<file path="src/design/imu_complementary_tilt_filter_assert.svh">
// Assertion macros for the tilt filter block.
// Included by the RTL files that carry concurrent assertions; no dependencies.
`ifndef IMU_COMPLEMENTARY_TILT_FILTER_ASSERT_SVH
`define IMU_COMPLEMENTARY_TILT_FILTER_ASSERT_SVH
`ifndef ASSERT_OFF
// Check a property at every clock edge outside reset
`define IMUCTF_ASSERT(lbl, ck, rn, prop) \
    lbl: assert property (@(posedge ck) disable iff (!rn) (prop)) \
        else $error("imuctf assertion failed");
// Check that a condition holds in the cycle after a trigger
`define IMUCTF_ASSERT_NEXT(lbl, ck, rn, ante, cons) \
    lbl: assert property (@(posedge ck) disable iff (!rn) (ante) |=> (cons)) \
        else $error("imuctf assertion failed");
`else
`define IMUCTF_ASSERT(lbl, ck, rn, prop)
`define IMUCTF_ASSERT_NEXT(lbl, ck, rn, ante, cons)
`endif
`endif

</file>
<file path="src/design/imuctf_pkg.sv">
// Shared types, constants and arithmetic helpers of the tilt filter.
// No dependencies; used by the CORDIC, datapath, controller and top-level files.
package imuctf_pkg;

    localparam int ATAN_ITER_DEF = 16;
    localparam int ATAN_ITER_MAX = 24;

    localparam logic [16:0] Q_ONE = 17'd65536;
    localparam logic signed [31:0] DEG_180 = 32'sd11796480;

    // dt = ms*65 + floor((ms*536 + 500) / 1000), division by reciprocal
    localparam int DT_INT_MULT  = 65;
    localparam int DT_FRAC_MULT = 536;
    localparam int DT_HALF      = 500;
    localparam int DT_SHIFT     = 35;
    localparam logic [25:0] DT_RECIP = 26'd34359739;

    typedef enum logic [1:0] {
        REG_SMOOTH     = 2'd0,
        REG_THR_PITCH  = 2'd1,
        REG_THR_ROLL   = 2'd2,
        REG_THR_YAW    = 2'd3
    } reg_idx_t;

    typedef enum logic [1:0] {
        AXIS_PITCH = 2'd0,
        AXIS_ROLL  = 2'd1,
        AXIS_YAW   = 2'd2
    } axis_t;

    typedef enum logic [2:0] {
        MUL_COMP_GYRO    = 3'd0,
        MUL_SMOOTH_BIAS  = 3'd1,
        MUL_CORR_DT      = 3'd2,
        MUL_SMOOTH_INNER = 3'd3,
        MUL_COMP_ACC     = 3'd4
    } mul_sel_t;

    typedef enum logic [3:0] {
        S_IDLE,
        S_DT0,
        S_DT1,
        S_DT2,
        S_PREP,
        S_MCG,
        S_MSB,
        S_MCD,
        S_BIAS,
        S_INNER,
        S_MSI,
        S_MCA,
        S_QCA,
        S_ANGLE,
        S_OUT
    } state_t;

    typedef struct packed {
        logic     load_in;
        logic     dt0;
        logic     dt1;
        logic     dt2;
        logic     prep;
        logic     mul_en;
        mul_sel_t mul_sel;
        logic     mag_chk;
        logic     save_qa;
        logic     wr_bias;
        logic     wr_inner;
        logic     wr_angle;
        logic     out_load;
        axis_t    axis;
    } ctrl_cmd_t;

    typedef struct packed {
        logic cordic_done;
        logic out_full;
    } dp_status_t;

    // Arctangent of 2^-i in Q16.16 degrees
    function automatic logic signed [31:0] atan_deg(input logic [4:0] idx);
        logic signed [31:0] v;
        begin
            case (idx)
                5'd0:    v = 32'sd2949120;
                5'd1:    v = 32'sd1740967;
                5'd2:    v = 32'sd919879;
                5'd3:    v = 32'sd466945;
                5'd4:    v = 32'sd234378;
                5'd5:    v = 32'sd117304;
                5'd6:    v = 32'sd58666;
                5'd7:    v = 32'sd29335;
                5'd8:    v = 32'sd14668;
                5'd9:    v = 32'sd7334;
                5'd10:   v = 32'sd3667;
                5'd11:   v = 32'sd1833;
                5'd12:   v = 32'sd917;
                5'd13:   v = 32'sd458;
                5'd14:   v = 32'sd229;
                5'd15:   v = 32'sd115;
                5'd16:   v = 32'sd57;
                5'd17:   v = 32'sd29;
                5'd18:   v = 32'sd14;
                5'd19:   v = 32'sd7;
                5'd20:   v = 32'sd4;
                5'd21:   v = 32'sd2;
                5'd22:   v = 32'sd1;
                default: v = 32'sd0;
            endcase
            return v;
        end
    endfunction

    // Saturating signed 32-bit add
    function automatic logic signed [31:0] sat_add(input logic signed [31:0] a,
                                                   input logic signed [31:0] b);
        logic signed [32:0] s;
        begin
            s = {a[31], a} + {b[31], b};
            if (s[32] != s[31])
                return s[32] ? 32'sh8000_0000 : 32'sh7fff_ffff;
            return s[31:0];
        end
    endfunction

    // Saturating signed 32-bit subtract
    function automatic logic signed [31:0] sat_sub(input logic signed [31:0] a,
                                                   input logic signed [31:0] b);
        logic signed [32:0] s;
        begin
            s = {a[31], a} - {b[31], b};
            if (s[32] != s[31])
                return s[32] ? 32'sh8000_0000 : 32'sh7fff_ffff;
            return s[31:0];
        end
    endfunction

    // Round a Q32.32 product to Q16.16, ties up, and saturate
    function automatic logic signed [31:0] q_round(input logic signed [63:0] p);
        logic signed [63:0] r;
        begin
            r = (p + 64'sd32768) >>> 16;
            if (r > 64'sd2147483647)
                return 32'sh7fff_ffff;
            if (r < -64'sd2147483648)
                return 32'sh8000_0000;
            return r[31:0];
        end
    endfunction

endpackage

</file>
<file path="src/design/imuctf_ctrl.sv">
// Controller state machine sequencing the three axis updates per sample.
// Depends on imuctf_pkg and imu_complementary_tilt_filter_assert.svh.
`include "imu_complementary_tilt_filter_assert.svh"

module imuctf_ctrl
    import imuctf_pkg::*;
(
    input  logic       clk,
    input  logic       rst_n,
    input  logic       in_valid,
    output logic       in_ready,
    output ctrl_cmd_t  cmd,
    input  dp_status_t status
);

    state_t state_reg, state_next;
    axis_t  axis_reg, axis_next;

    // State register
    always_ff @(posedge clk or negedge rst_n)
    begin
        if (!rst_n)
        begin
            state_reg <= S_IDLE;
            axis_reg  <= AXIS_PITCH;
        end
        else
        begin
            state_reg <= state_next;
            axis_reg  <= axis_next;
        end
    end

    // Next state and commands
    always_comb
    begin
        state_next   = state_reg;
        axis_next    = axis_reg;
        in_ready     = 1'b0;
        cmd.load_in  = 1'b0;
        cmd.dt0      = 1'b0;
        cmd.dt1      = 1'b0;
        cmd.dt2      = 1'b0;
        cmd.prep     = 1'b0;
        cmd.mul_en   = 1'b0;
        cmd.mul_sel  = MUL_COMP_GYRO;
        cmd.mag_chk  = 1'b0;
        cmd.save_qa  = 1'b0;
        cmd.wr_bias  = 1'b0;
        cmd.wr_inner = 1'b0;
        cmd.wr_angle = 1'b0;
        cmd.out_load = 1'b0;
        cmd.axis     = axis_reg;
        unique case (state_reg)
            S_IDLE:
            begin
                in_ready = 1'b1;
                if (in_valid)
                begin
                    cmd.load_in = 1'b1;
                    axis_next   = AXIS_PITCH;
                    state_next  = S_DT0;
                end
            end
            S_DT0:
            begin
                cmd.dt0    = 1'b1;
                state_next = S_DT1;
            end
            S_DT1:
            begin
                cmd.dt1    = 1'b1;
                state_next = S_DT2;
            end
            S_DT2:
            begin
                cmd.dt2    = 1'b1;
                state_next = S_PREP;
            end
            S_PREP:
            begin
                cmd.prep   = 1'b1;
                state_next = S_MCG;
            end
            S_MCG:
            begin
                cmd.mul_en  = 1'b1;
                cmd.mul_sel = MUL_COMP_GYRO;
                cmd.mag_chk = 1'b1;
                state_next  = S_MSB;
            end
            S_MSB:
            begin
                cmd.mul_en  = 1'b1;
                cmd.mul_sel = MUL_SMOOTH_BIAS;
                state_next  = S_MCD;
            end
            S_MCD:
            begin
                cmd.mul_en  = 1'b1;
                cmd.mul_sel = MUL_CORR_DT;
                cmd.save_qa = 1'b1;
                state_next  = S_BIAS;
            end
            S_BIAS:
            begin
                cmd.wr_bias = 1'b1;
                state_next  = S_INNER;
            end
            S_INNER:
            begin
                cmd.wr_inner = 1'b1;
                state_next   = S_MSI;
            end
            S_MSI:
            begin
                cmd.mul_en  = 1'b1;
                cmd.mul_sel = MUL_SMOOTH_INNER;
                state_next  = S_MCA;
            end
            S_MCA:
            begin
                // Wait for the accelerometer angle
                if (status.cordic_done)
                begin
                    cmd.mul_en  = 1'b1;
                    cmd.mul_sel = MUL_COMP_ACC;
                    state_next  = S_QCA;
                end
            end
            S_QCA:
            begin
                cmd.save_qa = 1'b1;
                state_next  = S_ANGLE;
            end
            S_ANGLE:
            begin
                cmd.wr_angle = 1'b1;
                case (axis_reg)
                    AXIS_PITCH:
                    begin
                        axis_next  = AXIS_ROLL;
                        state_next = S_PREP;
                    end
                    AXIS_ROLL:
                    begin
                        axis_next  = AXIS_YAW;
                        state_next = S_PREP;
                    end
                    default:
                        state_next = S_OUT;
                endcase
            end
            S_OUT:
            begin
                // Hold until the output register frees up
                if (!status.out_full)
                begin
                    cmd.out_load = 1'b1;
                    state_next   = S_IDLE;
                end
            end
            default:
                state_next = S_IDLE;
        endcase
    end

    `IMUCTF_ASSERT(a_prep_cordic_idle, clk, rst_n, !cmd.prep || status.cordic_done)
    `IMUCTF_ASSERT(a_load_out_free, clk, rst_n, !cmd.out_load || !status.out_full)
    `IMUCTF_ASSERT_NEXT(a_accept_busy, clk, rst_n, cmd.load_in, !in_ready)

endmodule

</file>
<file path="config.mk">
export PLATFORM = sky130hd
export DESIGN_NAME = imuctf_ctrl
export DESIGN_NICKNAME = d
export VERILOG_FILES = /design/src/design/imuctf_pkg.sv /design/src/design/imuctf_ctrl.sv
export VERILOG_INCLUDE_DIRS = /design/src /design/src/design
export SDC_FILE = /design/constraint.sdc
export NUM_CORES = 1
export LEC_CHECK = 0
export CAP_MARGIN = 20
export CORE_AREA = 2 2 39 41
export DETAILED_ROUTE_END_ITERATION = 6
export DIE_AREA = 0 0 41 43
export DONT_BUFFER_PORTS = 1
export GPL_ROUTABILITY_DRIVEN = 0
export GPL_TIMING_DRIVEN = 0
export PLACE_DENSITY = 0.56
export SYNTH_ARGS = -nofsm -noshare
export SYNTH_HDL_FRONTEND = slang
export SYNTH_SLANG_ARGS = --single-unit
</file>
<file path="constraint.sdc">
create_clock -name clk -period 3 [get_ports clk]
set_input_delay 0.15 -clock clk [delete_from_list [all_inputs] [get_ports clk]]
set_output_delay 0.15 -clock clk [all_outputs]
set_load 0.01 [all_outputs]
</file>
== Yosys cells after proc, flatten, opt, wreduce, memory -nomap -nowiden ==
Index checks and enable logic that the tools add are counted.

* Multiplexer cells: 24
* Reduce and logical (&&, ||, !) cells: 7
* Equal/unequal tests: 19

{| class="wikitable"
|+ Operators by type and width
! kind !! count
|-
| 4-bit case mux with 15 select lines || 1
|-
| 4-bit equality test (second input constant) || 7
|-
| 4-bit 2-to-1 mux || 5
|-
| 4-bit case mux with 5 select lines || 1
|-
| 4-bit by 3-bit equality test with 1-bit output (second input constant) || 4
|-
| 1-bit 2-to-1 mux || 14
|-
| 4-bit by 2-bit equality test with 1-bit output (second input constant) || 2
|-
| 2-bit case mux with 2 select lines || 2
|-
| 2-bit inequality test (second input constant) || 3
|-
| 3-bit AND reduction || 2
|-
| 4-bit by 1-bit equality test with 1-bit output (second input constant) || 1
|-
| 4-bit logical NOT || 1
|-
| 2-bit OR reduction || 2
|-
| 3-bit by 1-bit inequality test with 1-bit output (second input constant) || 1
|-
| 2-bit by 1-bit equality test with 1-bit output (second input constant) || 1
|-
| 2-bit logical NOT || 1
|-
| 2-bit 2-to-1 mux || 1
|-
| 2-bit nonzero test || 1
|}

* Register bits after elaboration: 6
* Input bits: 5
* Output and inout port bits: 18
* Logic and storage cells: 52

== Longest topological paths before layout ==
* Depth in word-level cells: 4
* Mapped depth: 5
* Gate-level depth less buffers: 3

== Worst setup path after synthesis ==
OpenSTA, ideal clock, no wires.

* Kind: register to register
* Start point: register state_reg[0]
* End point: register axis_reg[1]
* Cell stages (with the launch flop): 5
* Slack: 1627 ps
* Arrival time: 1252 ps
* Period minus slack after synthesis: 1373 ps
* Data required time: 2879 ps
* Buffers on the path: 1
* Setup time: 121 ps
* Cell sequence: dfrtp_1 -> buf_6 -> nor4_2 -> nand2_1 -> a22o_1

* Longest elaborated chain between the ends: 3
* Elaborated cells between the ends (all ways): 7
* Those cells by class: eq/ne (3); mux (1); reduce/logical (3)

{| class="wikitable"
|+ RTL lines
! element !! RTL line !! text
|-
| start: declaration || imuctf_ctrl.sv:16 || <nowiki>state_t state_reg, state_next;</nowiki>
|-
| start signal: assignment || imuctf_ctrl.sv:29 || <nowiki>state_reg <= state_next;</nowiki>
|-
| 4-bit equality test or 4-bit logical NOT (tied branches) || imuctf_ctrl.sv:54 || <nowiki>unique case (state_reg)</nowiki>
|-
| 3-bit by 1-bit inequality test with 1-bit output (no source line) (tied with other cells) || -- ||
|-
| 3-bit AND reduction (no source line) || -- ||
|-
| end signal: assignment || imuctf_ctrl.sv:30 || <nowiki>axis_reg <= axis_next;</nowiki>
|-
| end: declaration || imuctf_ctrl.sv:17 || <nowiki>axis_t axis_reg, axis_next;</nowiki>
|}

Several ways; a longest one is shown, not always the timed one.
A chain may end at the register's enable or synchronous reset.

==> qor.json <==
{
  "hold_start": {"value": "status[1]"},
  "postSynth.topFlopCell": {"value": "sky130_fd_sc_hd__dfrtp_1"},
  "hpwl": {"value": 945, "unit": "µm"},
  "worst_r2r_endpoint": {"value": "axis_reg[1]"},
  "max_cap_violations": {"value": 0},
  "p_leak": {"value": 0.233, "unit": "nW"},
  "yosys-top-cells-count": {"value": "sky130_fd_sc_hd__nand2_1 (8), sky130_fd_sc_hd__nor3_1 (7), sky130_fd_sc_hd__dfrtp_1 (6), sky130_fd_sc_hd__nor2_1 (6), sky130_fd_sc_hd__nor2b_1 (5)"},
  "gr-total-overflow": {"value": 0},
  "dr_total_vias": {"value": 490},
  "synth.top_cell.area_share": {"value": 0.291},
  "grt_first_pass_wirelength": {"value": 1.94, "unit": "mm"},
  "cts_inserted_buffers": {"value": 3},
  "cts.reportedPaths.clkPinSlew": {"value": 0.05, "unit": "ns"},
  "ctsHtreeMaxLevel": {"value": 1},
  "ys_ff_latch": {"value": 6},
  "timing.critical_path.slowest_stage_cell": {"value": "sky130_fd_sc_hd__nor4_2"},
  "synth-edff-count": {"value": 0},
  "num_antenna_cells": {"value": 0},
  "number_of_hold_slack_violations_in_the_final_timing_report": {"value": 0},
  "vdd_ir_drop_max": {"value": 0.000534, "unit": "V"},
  "detail_route.vias_per_cell": {"value": 5.70},
  "grt_use_total": {"value": 0.163},
  "grt_setup_unrepaired": {"value": "no"},
  "path_delay_family": {"value": "simple AND/OR/NAND/NOR gates"},
  "final-instance-count-excl-fill": {"value": 86},
  "area_of_the_die": {"value": 1760, "unit": "µm²"},
  "worst_slew_pin_slew": {"value": 0.468, "unit": "ns"},
  "cts_sinks": {"value": 6},
  "clkLatencyLatePin": {"value": 0.24, "unit": "ns"},
  "mappedNetlistNets": {"value": 71},
  "route.layer.met1.wl": {"value": 577, "unit": "µm"},
  "r2r.worst_path.cells": {"value": 4},
  "comb_power_share": {"value": 0.628},
  "post_synth_num_cell_types": {"value": 28},
  "synth_cells": {"value": 66},
  "synthesized_area_fraction_occupied_by_ao_oa_aoi_and_oai_cells": {"value": 0.172},
  "netlist_area": {"value": 515, "unit": "µm²"},
  "average_instance_area_after_synthesis": {"value": 7.81, "unit": "µm²"},
  "yosys.cell_count.top_type": {"value": "sky130_fd_sc_hd__nand2_1"},
  "cts_tree": {"value": "built"},
  "critical_path_required": {"value": 2.85, "unit": "ns"},
  "regToRegStartpoint": {"value": "state_reg[0]"},
  "cellPowerDensity": {"value": 1090, "unit": "nW/µm²"},
  "synthSimpleGateAreaFrac": {"value": 0.432},
  "number_of_flip_flops_under_the_largest_register_name": {"value": 4},
  "detail_route.first_pass.iterations": {"value": 4},
  "pin_count": {"value": 23},
  "p_switching": {"value": 0.311, "unit": "mW"},
  "synth.largest_area_cell": {"value": "sky130_fd_sc_hd__dfrtp_1"},
  "timing.hold.worst_path_depth": {"value": 3},
  "die_extent_in_y": {"value": 43, "unit": "µm"},
  "portion_of_the_post_synthesis_area_used_by_sequential_elements": {"value": 0.291},
  "syn2layout_area_growth": {"value": 10.2, "unit": "%"},
  "critical_path.cell_chain": {"value": "buf_6 > nor4_2 > nand2_1 > inv_1"},
  "netSwitchingFraction": {"value": 0.501},
  "antenna_violating_nets_post_route": {"value": 0},
  "timing.critical_path.fanout_max": {"value": 9},
  "finalCritPeriodShare": {"value": 0.563},
  "clock.fmax": {"value": 0.592, "unit": "GHz"},
  "clock_tree.buffer_depth": {"value": 2},
  "internal-power": {"value": 0.310, "unit": "mW"},
  "timing.critical_path.to_type": {"value": "primary output"},
  "wl_per_cell": {"value": 14.8, "unit": "µm"},
  "synth.yosys.warnings": {"value": 0},
  "worstPathBufferInverterCount": {"value": 2},
  "final_nets": {"value": 77},
  "floorplan.initialDensity": {"value": 0.373},
  "max_used_layer": {"value": "met4"},
  "synth_adder_area_share": {"value": 0},
  "die_width": {"value": 41, "unit": "µm"},
  "multiplexer_share_of_the_synthesized_area": {"value": 0.0194},
  "reg2reg_slack": {"value": 1.47, "unit": "ns"},
  "min_period": {"value": 1.69, "unit": "ns"},
  "min_delay_worst_endpoint": {"value": "state_reg[0]"},
  "timing.max_slew.rel_slack": {"value": 0.685},
  "placement.io_buffers": {"value": 0},
  "crit_arrival": {"value": 1.54, "unit": "ns"},
  "met2RoutedLength": {"value": 599, "unit": "µm"},
  "postCtsSetupRepairBufs": {"value": 0},
  "core_region": {"value": 1380, "unit": "µm²"},
  "sequentialPowerShare": {"value": 0.254},
  "worstHoldPathType": {"value": "input port to register"},
  "antenna_found_initial": {"value": 0},
  "drt_iter0_markers": {"value": 2},
  "synthTopCellsByArea": {"value": "sky130_fd_sc_hd__dfrtp_1 (29%), sky130_fd_sc_hd__nor3_1 (6.8%), sky130_fd_sc_hd__nor2b_1 (6.1%), sky130_fd_sc_hd__nand2_1 (5.8%), sky130_fd_sc_hd__nand2b_1 (4.9%)"},
  "final.hold.worst_slack": {"value": 0.140, "unit": "ns"},
  "setup.worst_path.class": {"value": "register to primary output"},
  "met3_routed_wirelength": {"value": 81, "unit": "µm"},
  "critical_path.max_stage_delay": {"value": 0.48, "unit": "ns"},
  "pwr-share-clk": {"value": 0.117},
  "crit_path_start_kind": {"value": "register"},
  "first_global_vias": {"value": 409},
  "synthArstFlopShare": {"value": 1.00},
  "status": {"value": "finished, final reports clean"},
  "post-place-cells": {"value": 82},
  "fin_worst_skew": {"value": 0.00574, "unit": "ns"},
  "grt_max_degree": {"value": 11},
  "fp-row-count": {"value": 14},
  "cts.root.buffer_cell": {"value": "sky130_fd_sc_hd__clkbuf_4"},
  "finalSetupViolations": {"value": 0},
  "synth_xor_xnor_area_share": {"value": 0},
  "route.detailed.drc": {"value": 0},
  "share_of_final_layout_standard_cells_stronger_than_drive_strength_1": {"value": 0.157},
  "synth_top_family_by_area": {"value": "simple AND/OR/NAND/NOR gates"},
  "postRouteWirelength": {"value": 1.27, "unit": "mm"},
  "timing_max_transition_violations_final": {"value": 0},
  "tns": {"value": 0, "unit": "ns"}
}
[cell usage in the layout, fill, tap and decap left out, types with 3 or more instances in the layout]
cell                       instances
sky130_fd_sc_hd__clkbuf_4          3
sky130_fd_sc_hd__dfrtp_1           6
sky130_fd_sc_hd__nor2b_1           5
sky130_fd_sc_hd__nand2b_1          4
sky130_fd_sc_hd__nor3_1            7
sky130_fd_sc_hd__nor2_1            6
sky130_fd_sc_hd__a21oi_1           3
sky130_fd_sc_hd__nand2_1           8
[through the flow]
stage / power [mW] / util / area [µm²] / setup WS [ns]
floorplan: 0.474 / - / 515 / 1.63
global placement: 0.545 / 0.387 / 536 / 1.50
detailed placement: 0.547 / 0.387 / 536 / 1.49
CTS: 0.624 / 0.410 / 568 / 1.32
global route: 0.676 / 0.410 / 568 / 1.25
finish: 0.621 / 0.410 / 568 / 1.31
[final cells by class]
type	count	area [µm²]
clock buffers	3	22.5
plain buffers	5	36.3
multi-input cells	53	322
inverters	2	7.51
well taps	16	20.0
flip-flops and latches	6	150
fillers	153	816
repair buffers	1	10.0
[tightest hold or removal path: stages]
cell,delay (ns)
sky130_fd_sc_hd__nor2b_1,0.04
sky130_fd_sc_hd__nor2b_1,0.10
sky130_fd_sc_hd__a21oi_1,0.05
[worst max-delay path by stage]
stage / startpoint / to / slack (ns) / cells past startpoint
3_5_place_dp: state_reg[0] / axis_reg[1] / 1.49 / 4
4_1_cts: state_reg[0] / cmd[16] / 1.32 / 4
5_1_grt: state_reg[0] / cmd[16] / 1.25 / 4
3_3_place_gp: state_reg[0] / axis_reg[1] / 1.50 / 4
2_1_floorplan: state_reg[0] / axis_reg[1] / 1.63 / 4
6_report: state_reg[0] / cmd[16] / 1.31 / 4
[cells by family (layout without fill, tap and decap cells)]
group,count (synthesis),count (layout)
buffers and inverters,7,11
muxes,1,1
DFF,6,6
AOI/OAI and AO/OA,12,12
and+or+nand+nor,40,40
[routing by layer]
layer / global-route usage / vias to the layer above
met3: 0.0681 / 2
met2: 0.222 / 15
li1: - / 243
met5: 0 / -
met4: 0.0600 / 0
met1: 0.225 / 230
[power by group through the flow]
| stage | sequential (mW) | clock, mW | combinational (mW) |
|---|---|---|---|
| final | 0.158 | 0.0729 | 0.390 |
| after global routing | 0.165 | 0.0843 | 0.426 |
| after CTS | 0.158 | 0.0755 | 0.391 |
| after detailed placement | 0.159 | 0 | 0.388 |
| after global placement | 0.158 | 0 | 0.386 |
| after floorplan | 0.149 | 0 | 0.325 |
[repair_timing]
item | CTS | global route
setup endpoints to repair | 0 | 0
endpoints found under the hold margin | 6 | 0
gates resized for setup | 0 | 0
hold buffers | 1 | 0
Note: power is estimated with default switching activity, not from simulation.
